**src/sv/tmgr_pkg.sv**
```systemverilog
`timescale 1ns / 1ps
// ----------------------------------------------------------------------------
// Tile map renderer package
// Shared widths, codes and item types of the tile map ground renderer.
// ----------------------------------------------------------------------------
package tmgr_pkg;

    localparam int GRID_CELLS_DEF = 4096;
    localparam int PALETTE_SIZE   = 8;

    localparam int OP_W       = 2;
    localparam int COORD_W    = 10;
    localparam int CELL_IDX_W = 12;
    localparam int SURF_W     = 3;
    localparam int SLOT_W     = 3;
    localparam int COLOR_W    = 16;
    localparam int POS_W      = 16;
    localparam int CS_W       = 8;
    localparam int DIM_W      = 7;
    localparam int CFG_IDX_W  = 3;
    localparam int CFG_DATA_W = 16;

    // Pixel offset from the grid origin spans -65535 .. 66558.
    localparam int OFS_W   = 18;
    localparam int MAG_W   = 17;
    // Only quotients below 128 can land inside a 7-bit grid dimension.
    localparam int Q_W     = 7;
    localparam int DIV_LAT = Q_W + 1;
    // Wide enough for a row-major cell index and for the largest grid size.
    localparam int IDX_W   = 17;

    localparam int QUEUE_DEPTH = 4;

    localparam logic [SURF_W-1:0] GRASS_SURFACE = 3'd3;
    localparam logic [CS_W-1:0]   CS_RESET      = 8'd16;
    localparam logic [DIM_W-1:0]  DIM_RESET     = 7'd64;

    typedef enum logic [OP_W-1:0] {
        OP_RENDER  = 2'd0,
        OP_GRID_WR = 2'd1,
        OP_PAL_WR  = 2'd2
    } t_op;

    typedef enum logic [1:0] {
        KIND_RENDER  = 2'd0,
        KIND_GRID_WR = 2'd1,
        KIND_PAL_WR  = 2'd2
    } t_kind;

    typedef enum logic [CFG_IDX_W-1:0] {
        REG_VIEW_LEFT     = 3'd0,
        REG_VIEW_TOP      = 3'd1,
        REG_GRID_ORIGIN_X = 3'd2,
        REG_GRID_ORIGIN_Y = 3'd3,
        REG_CELL_SIZE     = 3'd4,
        REG_GRID_WIDTH    = 3'd5,
        REG_GRID_HEIGHT   = 3'd6
    } t_reg;

    typedef struct packed {
        logic signed [POS_W-1:0] view_left;
        logic signed [POS_W-1:0] view_top;
        logic signed [POS_W-1:0] grid_origin_x;
        logic signed [POS_W-1:0] grid_origin_y;
        logic [CS_W-1:0]         cell_size;
        logic [DIM_W-1:0]        grid_width;
        logic [DIM_W-1:0]        grid_height;
    } t_cfg;

    typedef struct packed {
        t_kind                   kind;
        logic [OFS_W-1:0]        dx;
        logic [OFS_W-1:0]        dy;
        logic [CELL_IDX_W-1:0]   cell_index;
        logic [SURF_W-1:0]       surface_code;
        logic [SLOT_W-1:0]       palette_slot;
        logic [COLOR_W-1:0]      slot_color;
    } t_task;

endpackage

```
**src/sv/tmgr_queue.sv**
```systemverilog
`timescale 1ns / 1ps
// ----------------------------------------------------------------------------
// Tile map renderer item queue
// Short first-in first-out buffer between the front end and the back end.
// ----------------------------------------------------------------------------
module tmgr_queue (
    input  logic            i_clk,
    input  logic            i_rst_n,
    input  logic            i_push,
    input  tmgr_pkg::t_task i_task,
    output logic            o_full,
    output logic            o_valid,
    output tmgr_pkg::t_task o_task,
    input  logic            i_pop
);
    import tmgr_pkg::*;

    localparam int PTR_W = $clog2(QUEUE_DEPTH);
    localparam int CNT_W = $clog2(QUEUE_DEPTH + 1);
    localparam logic [PTR_W-1:0] LAST = PTR_W'(QUEUE_DEPTH - 1);

    t_task            r_slots [0:QUEUE_DEPTH-1];
    logic [PTR_W-1:0] r_wr;
    logic [PTR_W-1:0] r_rd;
    logic [CNT_W-1:0] r_count;

    assign o_full  = (r_count == CNT_W'(QUEUE_DEPTH));
    assign o_valid = (r_count != '0);
    assign o_task  = r_slots[r_rd];

    always_ff @(posedge i_clk) begin
        if (i_push) begin
            r_slots[r_wr] <= i_task;
        end
    end

    always_ff @(posedge i_clk) begin
        if (!i_rst_n) begin
            r_wr    <= '0;
            r_rd    <= '0;
            r_count <= '0;
        end else begin
            if (i_push) begin
                r_wr <= (r_wr == LAST) ? '0 : r_wr + 1'b1;
            end
            if (i_pop) begin
                r_rd <= (r_rd == LAST) ? '0 : r_rd + 1'b1;
            end
            if (i_push && !i_pop) begin
                r_count <= r_count + 1'b1;
            end else if (!i_push && i_pop) begin
                r_count <= r_count - 1'b1;
            end
        end
    end

endmodule

```
**config.mk**
```make
export PLATFORM = sky130hd
export DESIGN_NAME = tmgr_queue
export DESIGN_NICKNAME = d
export VERILOG_FILES = /design/src/sv/tmgr_pkg.sv /design/src/sv/tmgr_queue.sv
export SDC_FILE = /design/constraint.sdc
export NUM_CORES = 1
export LEC_CHECK = 0
export BUFFER_PORTS_ARGS = -buffer_cell sky130_fd_sc_hd__buf_4
export CAP_MARGIN = 15
export CORE_MARGIN = 4
export CORE_UTILIZATION = 33
export CTS_CLUSTER_DIAMETER = 120
export DETAILED_ROUTE_END_ITERATION = 10
export GPL_TIMING_DRIVEN = 0
export SETUP_SLACK_MARGIN = 0.15
export SKIP_CTS_REPAIR_TIMING = 1
export SLEW_MARGIN = 20
export SYNTH_ARGS = -nofsm -noshare
export SYNTH_HDL_FRONTEND = slang
export SYNTH_SLANG_ARGS = --single-unit
```
**constraint.sdc**
```tcl
create_clock -name i_clk -period 3.6 [get_ports i_clk]
set_clock_uncertainty 0.15 [all_clocks]
set_input_delay 0.18 -clock i_clk [delete_from_list [all_inputs] [get_ports i_clk]]
set_output_delay 0.18 -clock i_clk [all_outputs]
set_load 0.005 [all_outputs]
```
==> flow_summary.ini <==
[cells_and_area]
postLayoutCellArea_mm2 = 0.0144
finish.utilization_pct = 44.1
fillCellCount = 2765
areaGrowthSynthToFinish_pct = 31.8
layout-drive-gt1-share_pct = 40.1
finish.net_count = 763

[critical_path]
critical_path_peak_fanout = 10
worst-r2r-cell-count = 3
crit-reg2reg-launch = r_wr[0]
crit_arrival_ns = 2.34
timing.rr.end = r_slots[3][50]
timing.critical_path.from_type = flip-flop
worst-endpoint-required_ns = 3.27
timing_worst_setup_path_type = reg2out
rrSetupSlack_ns = 1.64
setup.worst_path.end_class = output pin

[logic_synthesis]
post_synth_main_area_contributors = sky130_fd_sc_hd__edfxtp_1 (79%), sky130_fd_sc_hd__mux4_2 (14%), sky130_fd_sc_hd__dfxtp_1 (1.6%), sky130_fd_sc_hd__buf_12 (1.3%), sky130_fd_sc_hd__ha_1 (0.69%)
ys_ff_latch = 297
ys.flop_type = sky130_fd_sc_hd__edfxtp_1
seq_area_frac_synth_pct = 80.8
syn_area_mm2 = 0.0109
netlist.area_leader.share_pct = 79.1
synth_warnings = 0
async_flop_share_pct = 0
yosysTopAreaCell = sky130_fd_sc_hd__edfxtp_1
syn-num-nets = 503
post_synth_num_cell_types = 23
synth.avg_cell_area_um2 = 26.0
synth_edf_count = 288
synth_most_common_cell = sky130_fd_sc_hd__edfxtp_1
synth.top_cells.by_count = sky130_fd_sc_hd__edfxtp_1 (288), sky130_fd_sc_hd__mux4_2 (70), sky130_fd_sc_hd__dfxtp_1 (9), sky130_fd_sc_hd__buf_12 (7), sky130_fd_sc_hd__buf_2 (7)
netlist_instances = 420

[placed_design]
hpwl_mm = 13.4
placement.cell_area_mm2 = 0.0127
place_congestion = 0.669
post-place-ws_ns = 1.35
port_buffers = 149

[min_path]
hold_path_end = r_slots[2][5]
hold_depth = 2
worstHoldStart = i_task[5]
hold_path.class = in2reg

[pwr]
power.share.sequential_pct = 52.0
p_int_mw = 6.11
max-vdd-ir-drop_v = 0.000375
power.leakage_nw = 4.89
clkPwrFrac_pct = 37.7
switchingPower_mw = 1.58
swShare_pct = 20.6
total_power_mw = 7.69
power-per-cell-area_mw_per_mm2 = 534
comb_power_share_pct = 10.3

[drt]
detailroute.via_count = 5197
mean_number_of_vias_per_cell = 4.54
avgRoutedWirePerCell_um = 19.1
drt-initial-drc-count = 225
pre_antenna_drt_iters = 4
detail-route-antenna-nets = 0
routed_wirelength_mm = 21.8
drc = 0

[sta]
rsz0062_at_grt = no
layout_worst_path_cycle_share_pct = 74.1
max_freq_mhz = 375
timing.max_slew.rel_slack_pct = 54.4
final.min_clock_period_ns = 2.67
timing_worst_slew_pin_value_ns = 0.685
worst_slack_ns = 0.933
fin_worst_hold_slack_ns = 0.227
slew_violations = 0
final_hold_violating_endpoints = 0
report.final.setup_viol = 0

[cts]
cts-root-buf = sky130_fd_sc_hd__clkbuf_16
cts_num_sinks = 297
cts_buffer_count = 30
clk-insertion-delay-late_ns = 0.55
clk_pin_slew_worst_paths_ns = 0.06
tritoncts_clock_tree = done
cts_buffer_depth = 3
htreeDepth = 1

[global_route]
groute.usage.overall_pct = 11.5
busiest_layer = met2
grt_pass1_vias = 5374
globalRouteOverflowTotal = 0
globalRouteMet2Util_pct = 20.3
global_route.usage.met1_pct = 14.3
global_route.usage.met3_pct = 2.90
pin_count_of_the_biggest_net_entering_global_routing = 39
antenna_found_initial = 1
grt_first_pass_wirelength_mm = 32.0

[die]
rows = 66
vertical_extent_of_the_die_um = 190
die_w_um = 190
die_ar_mm2 = 0.0361
core_outline_area_mm2 = 0.0326
initial_utilization_pct = 33.5
ioPinCount = 150

[run]
drv.max_cap_violation_count = 0

[status]
status = finished clean
-- area by class of cell --
class	count	area [um2]	area share [%]
diodes	1	2.50	0.0174
plain buffers	16	190	1.32
clock buffers	36	795	5.52
clock inverters	17	130	0.904
inverters	4	15.0	0.104
multi-input cells	103	1900	13.2
flip-flops and latches	297	8830	61.3
well taps	442	553	3.84
repair buffers	228	1980	13.7
-- sequential cells by signal (all words and copies together), names as in the netlist, named ones only --
name     flops
r_slots    288
r_count      3
r_rd         2
r_wr         2
-- cell families (layout without fill, tap and decap cells) --
family                   count (synthesis)  after routing  synth area share [%]
AO/OA/AOI/OAI                            3              3                 0.183
XOR/XNOR                                 2              2                 0.160
adder cells (fa/ha/maj)                  7              7                 0.870
buffers and inverters                   20            301                  1.88
flip-flops                             297            297                  80.8
multiplexers                            76             76                  15.3
other                                    0              1                     0
AND/OR/NAND/NOR                         15             15                 0.836
-- per-stage QoR --
step | cells | setup TNS [ns]
after floorplan | 420 | 0
after global placement | 1011 | -169.51
after detailed placement | 1015 | 0
after CTS | 1068 | 0
after global routing | 1144 | 0
final | 1144 | 0
-- worst max-delay path, cell delays in order, from the launching register on --
cell and delay (ns):
sky130_fd_sc_hd__dfxtp_1 0.30, sky130_fd_sc_hd__clkbuf_1 0.52, sky130_fd_sc_hd__buf_2 0.42, sky130_fd_sc_hd__mux4_2 0.38, sky130_fd_sc_hd__buf_4 0.16
-- cell usage in the layout, fill, tap and decap left out, types with 4 or more instances in the layout --
cell type	netlist	final
sky130_fd_sc_hd__clkinv_2	0	4
sky130_fd_sc_hd__clkbuf_16	0	31
sky130_fd_sc_hd__buf_16	0	4
sky130_fd_sc_hd__buf_4	0	149
sky130_fd_sc_hd__dlygate4sd3_1	0	75
sky130_fd_sc_hd__dfxtp_1	9	9
sky130_fd_sc_hd__clkbuf_1	1	6
sky130_fd_sc_hd__and2_4	0	4
sky130_fd_sc_hd__mux4_2	70	70
sky130_fd_sc_hd__inv_1	4	4
sky130_fd_sc_hd__mux2i_1	4	4
sky130_fd_sc_hd__nor2b_1	5	5
sky130_fd_sc_hd__clkinv_1	0	9
sky130_fd_sc_hd__buf_2	7	7
sky130_fd_sc_hd__ha_1	6	6
sky130_fd_sc_hd__edfxtp_1	288	288
sky130_fd_sc_hd__buf_12	7	7
-- how the worst max path moves through the flow --
stage                          from  slack (ns)  depth (start not counted)             end
after global placement      r_wr[0]       -0.61                          3  r_slots[0][45]
after CTS                 flip-flop        0.73                          4      o_task[54]
after global routing      flip-flop        0.71                          4      o_task[54]
after floorplan             r_wr[0]        0.78                          2   r_slots[3][0]
after detailed placement  flip-flop        1.35                          4      o_task[54]
final                     flip-flop        0.93                          4      o_task[67]
-- per-layer routing --
metal,up-vias,routed length (um)
li1,2318,-
met1,2707,8830
met2,137,11400
met3,35,1080
met4,0,500
met5,-,0
-- power groups by stage --
stage	logic (mW)	registers, mW	clock network, mW
global placement	0.709	4.08	0
CTS	0.753	4.00	3.00
global route	0.862	4.01	3.15
floorplan	0.351	4.07	0
finish	0.795	4.00	2.90
detailed placement	0.750	4.07	0
Power figures use the tool's default switching activity.
