--- config.mk ---
export PLATFORM = sky130hd
export DESIGN_NAME = tmgr_front_flat
export DESIGN_NICKNAME = d
export VERILOG_FILES = /design/src/sv/tmgr_pkg.sv /design/src/sv/tmgr_if.sv /design/src/sv/tmgr_front.sv /design/src/flat_wrapper.sv
export SDC_FILE = /design/constraint.sdc
export NUM_CORES = 1
export LEC_CHECK = 0
export ABC_CLOCK_PERIOD_IN_PS = 4400
export BUFFER_PORTS_ARGS = -buffer_cell sky130_fd_sc_hd__buf_4
export CORE_ASPECT_RATIO = 0.6
export CORE_MARGIN = 2
export CORE_UTILIZATION = 25
export DETAILED_ROUTE_END_ITERATION = 10
export PLACE_DENSITY = 0.49
export SYNTH_ARGS = -nofsm -noshare
export SYNTH_HDL_FRONTEND = slang
export SYNTH_SLANG_ARGS = --single-unit
export TNS_END_PERCENT = 10
--- constraint.sdc ---
create_clock -name i_clk -period 4.4 [get_ports i_clk]
set_clock_uncertainty 0.1 [all_clocks]
set_input_delay 0.22 -clock i_clk [delete_from_list [all_inputs] [get_ports i_clk]]
set_output_delay 0.22 -clock i_clk [all_outputs]
set_load 0.05 [all_outputs]
--- src/sv/tmgr_pkg.sv ---
`timescale 1ns / 1ps
// ----------------------------------------------------------------------------
// Tile map renderer package
// Shared widths, codes and item types of the tile map ground renderer.
// ----------------------------------------------------------------------------
package tmgr_pkg;

    localparam int GRID_CELLS_DEF = 4096;
    localparam int PALETTE_SIZE   = 8;

    localparam int OP_W       = 2;
    localparam int COORD_W    = 10;
    localparam int CELL_IDX_W = 12;
    localparam int SURF_W     = 3;
    localparam int SLOT_W     = 3;
    localparam int COLOR_W    = 16;
    localparam int POS_W      = 16;
    localparam int CS_W       = 8;
    localparam int DIM_W      = 7;
    localparam int CFG_IDX_W  = 3;
    localparam int CFG_DATA_W = 16;

    // Pixel offset from the grid origin spans -65535 .. 66558.
    localparam int OFS_W   = 18;
    localparam int MAG_W   = 17;
    // Only quotients below 128 can land inside a 7-bit grid dimension.
    localparam int Q_W     = 7;
    localparam int DIV_LAT = Q_W + 1;
    // Wide enough for a row-major cell index and for the largest grid size.
    localparam int IDX_W   = 17;

    localparam int QUEUE_DEPTH = 4;

    localparam logic [SURF_W-1:0] GRASS_SURFACE = 3'd3;
    localparam logic [CS_W-1:0]   CS_RESET      = 8'd16;
    localparam logic [DIM_W-1:0]  DIM_RESET     = 7'd64;

    typedef enum logic [OP_W-1:0] {
        OP_RENDER  = 2'd0,
        OP_GRID_WR = 2'd1,
        OP_PAL_WR  = 2'd2
    } t_op;

    typedef enum logic [1:0] {
        KIND_RENDER  = 2'd0,
        KIND_GRID_WR = 2'd1,
        KIND_PAL_WR  = 2'd2
    } t_kind;

    typedef enum logic [CFG_IDX_W-1:0] {
        REG_VIEW_LEFT     = 3'd0,
        REG_VIEW_TOP      = 3'd1,
        REG_GRID_ORIGIN_X = 3'd2,
        REG_GRID_ORIGIN_Y = 3'd3,
        REG_CELL_SIZE     = 3'd4,
        REG_GRID_WIDTH    = 3'd5,
        REG_GRID_HEIGHT   = 3'd6
    } t_reg;

    typedef struct packed {
        logic signed [POS_W-1:0] view_left;
        logic signed [POS_W-1:0] view_top;
        logic signed [POS_W-1:0] grid_origin_x;
        logic signed [POS_W-1:0] grid_origin_y;
        logic [CS_W-1:0]         cell_size;
        logic [DIM_W-1:0]        grid_width;
        logic [DIM_W-1:0]        grid_height;
    } t_cfg;

    typedef struct packed {
        t_kind                   kind;
        logic [OFS_W-1:0]        dx;
        logic [OFS_W-1:0]        dy;
        logic [CELL_IDX_W-1:0]   cell_index;
        logic [SURF_W-1:0]       surface_code;
        logic [SLOT_W-1:0]       palette_slot;
        logic [COLOR_W-1:0]      slot_color;
    } t_task;

endpackage

--- src/sv/tmgr_if.sv ---
`timescale 1ns / 1ps
// ----------------------------------------------------------------------------
// Tile map renderer channels
// Request, result and configuration channels with valid/ready handshakes.
// ----------------------------------------------------------------------------
interface tmgr_req_if;
    import tmgr_pkg::*;

    logic                  valid;
    logic                  ready;
    logic [OP_W-1:0]       op;
    logic [COORD_W-1:0]    screen_x;
    logic [COORD_W-1:0]    screen_y;
    logic [CELL_IDX_W-1:0] cell_index;
    logic [SURF_W-1:0]     surface_code;
    logic [SLOT_W-1:0]     palette_slot;
    logic [COLOR_W-1:0]    slot_color;

    modport source (
        output valid, op, screen_x, screen_y, cell_index, surface_code,
               palette_slot, slot_color,
        input  ready
    );
    modport sink (
        input  valid, op, screen_x, screen_y, cell_index, surface_code,
               palette_slot, slot_color,
        output ready
    );
endinterface


interface tmgr_cfg_if;
    import tmgr_pkg::*;

    logic                  valid;
    logic                  ready;
    logic [CFG_IDX_W-1:0]  index;
    logic [CFG_DATA_W-1:0] data;

    modport source (output valid, index, data, input ready);
    modport sink (input valid, index, data, output ready);
endinterface

--- src/sv/tmgr_front.sv ---
`timescale 1ns / 1ps
// ----------------------------------------------------------------------------
// Tile map renderer front end
// Holds the configuration registers, accepts request items, sorts them by
// operation and computes the pixel offset from the grid origin.
// ----------------------------------------------------------------------------
module tmgr_front (
    input  logic            i_clk,
    input  logic            i_rst_n,
    tmgr_req_if.sink        i_req,
    tmgr_cfg_if.sink        i_cfg,
    input  logic            i_q_full,
    output logic            o_push,
    output tmgr_pkg::t_task o_task,
    output tmgr_pkg::t_cfg  o_cfg
);
    import tmgr_pkg::*;

    t_cfg             r_cfg;
    t_cfg             n_cfg;
    t_kind            w_kind;
    logic             w_known;
    logic [OFS_W-1:0] w_vl;
    logic [OFS_W-1:0] w_vt;
    logic [OFS_W-1:0] w_ox;
    logic [OFS_W-1:0] w_oy;
    logic [OFS_W-1:0] w_sx;
    logic [OFS_W-1:0] w_sy;

    assign i_cfg.ready = 1'b1;
    assign i_req.ready = !i_q_full;
    assign o_cfg       = r_cfg;

    always_comb begin
        n_cfg = r_cfg;
        if (i_cfg.valid) begin
            case (t_reg'(i_cfg.index))
                REG_VIEW_LEFT:     n_cfg.view_left     = $signed(i_cfg.data);
                REG_VIEW_TOP:      n_cfg.view_top      = $signed(i_cfg.data);
                REG_GRID_ORIGIN_X: n_cfg.grid_origin_x = $signed(i_cfg.data);
                REG_GRID_ORIGIN_Y: n_cfg.grid_origin_y = $signed(i_cfg.data);
                REG_CELL_SIZE:     n_cfg.cell_size     = i_cfg.data[CS_W-1:0];
                REG_GRID_WIDTH:    n_cfg.grid_width    = i_cfg.data[DIM_W-1:0];
                REG_GRID_HEIGHT:   n_cfg.grid_height   = i_cfg.data[DIM_W-1:0];
                default: ;
            endcase
        end
    end

    always_ff @(posedge i_clk) begin
        if (!i_rst_n) begin
            r_cfg.view_left     <= '0;
            r_cfg.view_top      <= '0;
            r_cfg.grid_origin_x <= '0;
            r_cfg.grid_origin_y <= '0;
            r_cfg.cell_size     <= CS_RESET;
            r_cfg.grid_width    <= DIM_RESET;
            r_cfg.grid_height   <= DIM_RESET;
        end else begin
            r_cfg <= n_cfg;
        end
    end

    // The unused operation code is taken and dropped without a result.
    always_comb begin
        w_kind  = KIND_RENDER;
        w_known = 1'b1;
        case (t_op'(i_req.op))
            OP_RENDER:  w_kind = KIND_RENDER;
            OP_GRID_WR: w_kind = KIND_GRID_WR;
            OP_PAL_WR:  w_kind = KIND_PAL_WR;
            default:    w_known = 1'b0;
        endcase
    end

    assign w_vl = {{(OFS_W-POS_W){r_cfg.view_left[POS_W-1]}}, r_cfg.view_left};
    assign w_vt = {{(OFS_W-POS_W){r_cfg.view_top[POS_W-1]}}, r_cfg.view_top};
    assign w_ox = {{(OFS_W-POS_W){r_cfg.grid_origin_x[POS_W-1]}}, r_cfg.grid_origin_x};
    assign w_oy = {{(OFS_W-POS_W){r_cfg.grid_origin_y[POS_W-1]}}, r_cfg.grid_origin_y};
    assign w_sx = {{(OFS_W-COORD_W){1'b0}}, i_req.screen_x};
    assign w_sy = {{(OFS_W-COORD_W){1'b0}}, i_req.screen_y};

    assign o_push = i_req.valid && !i_q_full && w_known;

    always_comb begin
        o_task.kind         = w_kind;
        o_task.dx           = w_vl + w_sx - w_ox;
        o_task.dy           = w_vt + w_sy - w_oy;
        o_task.cell_index   = i_req.cell_index;
        o_task.surface_code = i_req.surface_code;
        o_task.palette_slot = i_req.palette_slot;
        o_task.slot_color   = i_req.slot_color;
    end

endmodule

--- src/flat_wrapper.sv ---
// flat-port wrapper written by rule: the top's interface ports become plain ports
module tmgr_front_flat import tmgr_pkg::*;
  (i_clk, i_rst_n, i_q_full, o_push, o_task, o_cfg, i_req_valid, i_req_op, i_req_screen_x, i_req_screen_y, i_req_cell_index, i_req_surface_code, i_req_palette_slot, i_req_slot_color, i_req_ready, i_cfg_valid, i_cfg_index, i_cfg_data, i_cfg_ready);
  tmgr_req_if i_req_i ();
  tmgr_cfg_if i_cfg_i ();
  input  logic i_clk;
  input  logic i_rst_n;
  input  logic i_q_full;
  output logic o_push;
  output tmgr_pkg::t_task o_task;
  output tmgr_pkg::t_cfg o_cfg;
  input wire logic [$bits(i_req_i.valid)-1:0] i_req_valid;
  input wire logic [$bits(i_req_i.op)-1:0] i_req_op;
  input wire logic [$bits(i_req_i.screen_x)-1:0] i_req_screen_x;
  input wire logic [$bits(i_req_i.screen_y)-1:0] i_req_screen_y;
  input wire logic [$bits(i_req_i.cell_index)-1:0] i_req_cell_index;
  input wire logic [$bits(i_req_i.surface_code)-1:0] i_req_surface_code;
  input wire logic [$bits(i_req_i.palette_slot)-1:0] i_req_palette_slot;
  input wire logic [$bits(i_req_i.slot_color)-1:0] i_req_slot_color;
  output wire logic [$bits(i_req_i.ready)-1:0] i_req_ready;
  input wire logic [$bits(i_cfg_i.valid)-1:0] i_cfg_valid;
  input wire logic [$bits(i_cfg_i.index)-1:0] i_cfg_index;
  input wire logic [$bits(i_cfg_i.data)-1:0] i_cfg_data;
  output wire logic [$bits(i_cfg_i.ready)-1:0] i_cfg_ready;
  assign i_req_i.valid = i_req_valid;
  assign i_req_i.op = i_req_op;
  assign i_req_i.screen_x = i_req_screen_x;
  assign i_req_i.screen_y = i_req_screen_y;
  assign i_req_i.cell_index = i_req_cell_index;
  assign i_req_i.surface_code = i_req_surface_code;
  assign i_req_i.palette_slot = i_req_palette_slot;
  assign i_req_i.slot_color = i_req_slot_color;
  assign i_req_ready = i_req_i.ready;
  assign i_cfg_i.valid = i_cfg_valid;
  assign i_cfg_i.index = i_cfg_index;
  assign i_cfg_i.data = i_cfg_data;
  assign i_cfg_ready = i_cfg_i.ready;
  tmgr_front u_core (.i_clk(i_clk), .i_rst_n(i_rst_n), .i_req(i_req_i), .i_cfg(i_cfg_i), .i_q_full(i_q_full), .o_push(o_push), .o_task(o_task), .o_cfg(o_cfg));
endmodule
==> flow_metrics.py <==
metrics = {
    "final_layout": {
        "syn_to_final_growth_pct": 30.14,
        "final_cell_area_mm2": 0.008330,
        "layout_common_cells": "nand2_1 (211), buf_4 (183), dfxtp_1 (86), a21boi_0 (81), inv_1 (59)",
        "fin_util_pct": 33.03,
        "diodes": 0,
        "fillCellCount": 2694,
        "largest_register_ffs": 86,
        "fin_nets": 1127,
        "drive_gt1_share_pct": 23.44,
        "mostFrequentLayoutCell": "nand2_1",
        "finalNonFillerCells": 1323,
    },
    "sta": {
        "rsz0062_at_grt": "true",
        "hold_viol_final": 0,
        "max_slew_margin_pct": 21.49,
        "hold-worst-slack_ps": 62.47,
        "finalMaxSlewViolations": 0,
        "period_share_pct": 97.80,
        "setup_viol": 0,
        "fin_crit_ps": 4303,
        "worst_pin_slew_ps": 1171,
        "timing.fmax_mhz": 232.4,
    },
    "placement": {
        "placed_area_mm2": 0.007802,
        "place_congestion": 0.8476,
        "dp_hpwl_um": 17540,
        "port_buffers": 171,
        "post-place-cells": 1301,
    },
    "critical_path": {
        "arrival_ps": 3980,
        "critPathMaxStageDelay_ps": 350,
        "crit_path_start_kind": "flip-flop",
        "slowest_stage": "a221oi_1",
        "crit_chain": "ha_1, inv_1, fa_2, nor2b_2, o31a_1, o21ai_2, o21ai_2, buf_4, a221oi_4, xnor2_1, ha_2, and3_1, a221oi_1, o21ai_0, a21oi_1, nand2_1, xnor2_1, buf_4",
        "end_kind": "output port",
        "critical_path_class": "reg -> out",
        "required_ps": 4080,
        "crit_fanout": 7,
        "path_buf_inv": 3,
        "path_delay_family": "compound AO/OA/AOI/OAI gates",
    },
    "floorplan": {
        "die_area_mm2": 0.02694,
        "die_y_um": 127.9,
        "row_count": 45,
        "io_pins": 241,
        "core_mm2": 0.02522,
        "chipWidth_um": 210.6,
        "start_util_pct": 25.38,
    },
    "synth": {
        "synth_fa_ha_area_share_pct": 11.81,
        "synth_xor_area_share_pct": 6.431,
        "ys_types": 55,
        "netlist.area_leader.share_pct": 26.90,
        "synth_area_leaders": "dfxtp_1 (27%), nand2_1 (12%), ha_1 (11%)",
        "synthFlopType": "dfxtp_1",
        "synthCells": 854,
        "synthesis.area_mm2": 0.006401,
        "synth_area_per_cell_um2": 7.495,
        "synth_top_family_by_area": "compound AO/OA/AOI/OAI gates",
        "yosys_warnings": 0,
        "synth_edf_count": 0,
        "yosys.area_share.simple_pct": 20.91,
        "synth_compound_area_share_pct": 24.61,
        "muxShareOfSynthArea_pct": 0.1564,
        "synth-seq-cells": 86,
        "synth_top_area_cell": "dfxtp_1",
        "ys_seq_area_share_pct": 26.90,
        "synth_nets": 992,
        "async_flop_share_pct": 0,
    },
    "detailed_routing": {
        "final_antenna_net_count": 0,
        "wl_per_cell_um": 16.55,
        "vias": 6248,
        "drc": 0,
        "via_per_inst": 4.723,
        "drt_wl_total_um": 21900,
        "first_pass_iters": 5,
        "drtIter0Drc": 489,
    },
    "global_route": {
        "grt_max_degree": 87,
        "grt_pass1_wl_um": 33310,
        "antenna_found_initial": 1,
        "grt_pass1_vias": 5746,
        "track_usage_pct": 16.08,
        "grt_overflow_total": 0,
    },
    "cts": {
        "clkSlewWorstSetupHoldPaths_ps": 60,
        "clkSinkCount": 86,
        "cts_made_buffers": 9,
        "cts_hold_buf": 0,
        "clkLatencyLatePin_ps": 340,
        "cts_tree": "built",
        "clockRootBuffer": "clkbuf_16",
        "htreeDepth": 3,
        "clockBufferDepth": 2,
    },
    "run_status": {
        "status": "finished, final reports clean",
    },
    "pwr": {
        "ir_drop_mv": 0.1769,
        "powerDensity_mw_per_mm2": 324.3,
        "total_power_uw": 2701,
        "leakage_uw": 0.003429,
    },
    "hold_path": {
        "hold_path.class": "in -> reg",
    },
    "run": {
        "max_cap_violations": 0,
    },
}
-- final cells by class --
type | count | area [µm²] | area share, %
Tap cell | 329 | 411.6 | 4.941
Timing Repair Buffer | 184 | 1385 | 16.63
Sequential cell | 86 | 1722 | 20.67
Clock buffer | 11 | 252.7 | 3.034
Clock inverter | 5 | 81.33 | 0.9763
Multi-Input combinational cell | 648 | 4253 | 51.05
Inverter | 60 | 225.2 | 2.704
-- timing repair --
action                     in CTS  in global routing
pin swaps                       3                  4
cloned                          0                  0
resized for setup              12                 25
setup buffers                   2                  4
setup endpoints to repair       6                 15
-- per-stage QoR --
step | worst slack, ps | setup TNS (ps)
2_1_floorplan | -193.9 | -403.7
5_1_grt | -164.7 | -910.7
4_1_cts | -16.57 | -29.02
6_report | 96.85 | 0
3_3_place_gp | 236.0 | 0
3_5_place_dp | 138.6 | 0
-- power by group --
group	internal, µW	switching [µW]	leakage (µW)
sequential	795	17.0	0.000696
combinational	354	682	0.00257
clock	529	325	0.000162
-- final timing paths --
path | cells past startpoint | startpoint | to | slack [ps]
setup / recovery | 18 | u_core.o_cfg[70]$_SDFFE_PN0P_ | o_task[66] | 100
hold / removal | 3 | i_cfg_data[10] | u_core.o_cfg[32]$_SDFFE_PN0P_ | 60
setup reg to reg | 2 | u_core.o_cfg[68]$_SDFFE_PN0P_ | u_core.o_cfg[68]$_SDFFE_PN0P_ | 3440
hold reg to reg | 2 | u_core.o_cfg[8]$_SDFFE_PN0P_ | u_core.o_cfg[8]$_SDFFE_PN0P_ | 370
-- synth_stat cells, drive strengths merged, types with 13 or more instances --
master	instances
nand2	212
dfxtp	86
a21boi	84
inv	60
ha	54
buf	37
nor2	36
xnor2	35
a21oi	32
o21ai	31
clkbuf	23
nand3	18
a21o	17
nor2b	13
nor3	13
o21a	13
-- worst min-delay path, delay by kind of cell --
| kind | cells | cell delay, ps |
|---|---|---|
| compound gates | 1 | 50 |
| buf+inv | 1 | 140 |
| simple gates | 1 | 50 |
-- cell families after synthesis --
| group | after synthesis |
|---|---|
| buffers and inverters | 120 |
| xor gates and xnor gates | 47 |
| and+or+nand+nor | 317 |
| other | 1 |
| adders and majority gates | 58 |
| AOI/OAI and AO/OA | 224 |
| muxes | 1 |
| DFF | 86 |
-- layer usage --
metal / track usage (%) / vias to the layer above / share of wire (%)
met4: 1.740 / 0 / 0.29
met1: 25.40 / 2920 / 55
met2: 21.18 / 177 / 38
li1: - / 3142 / -
met5: 0 / - / 0
met3: 4.998 / 9 / 7.0
No activity file was read; power rests on OpenSTA's default activity.
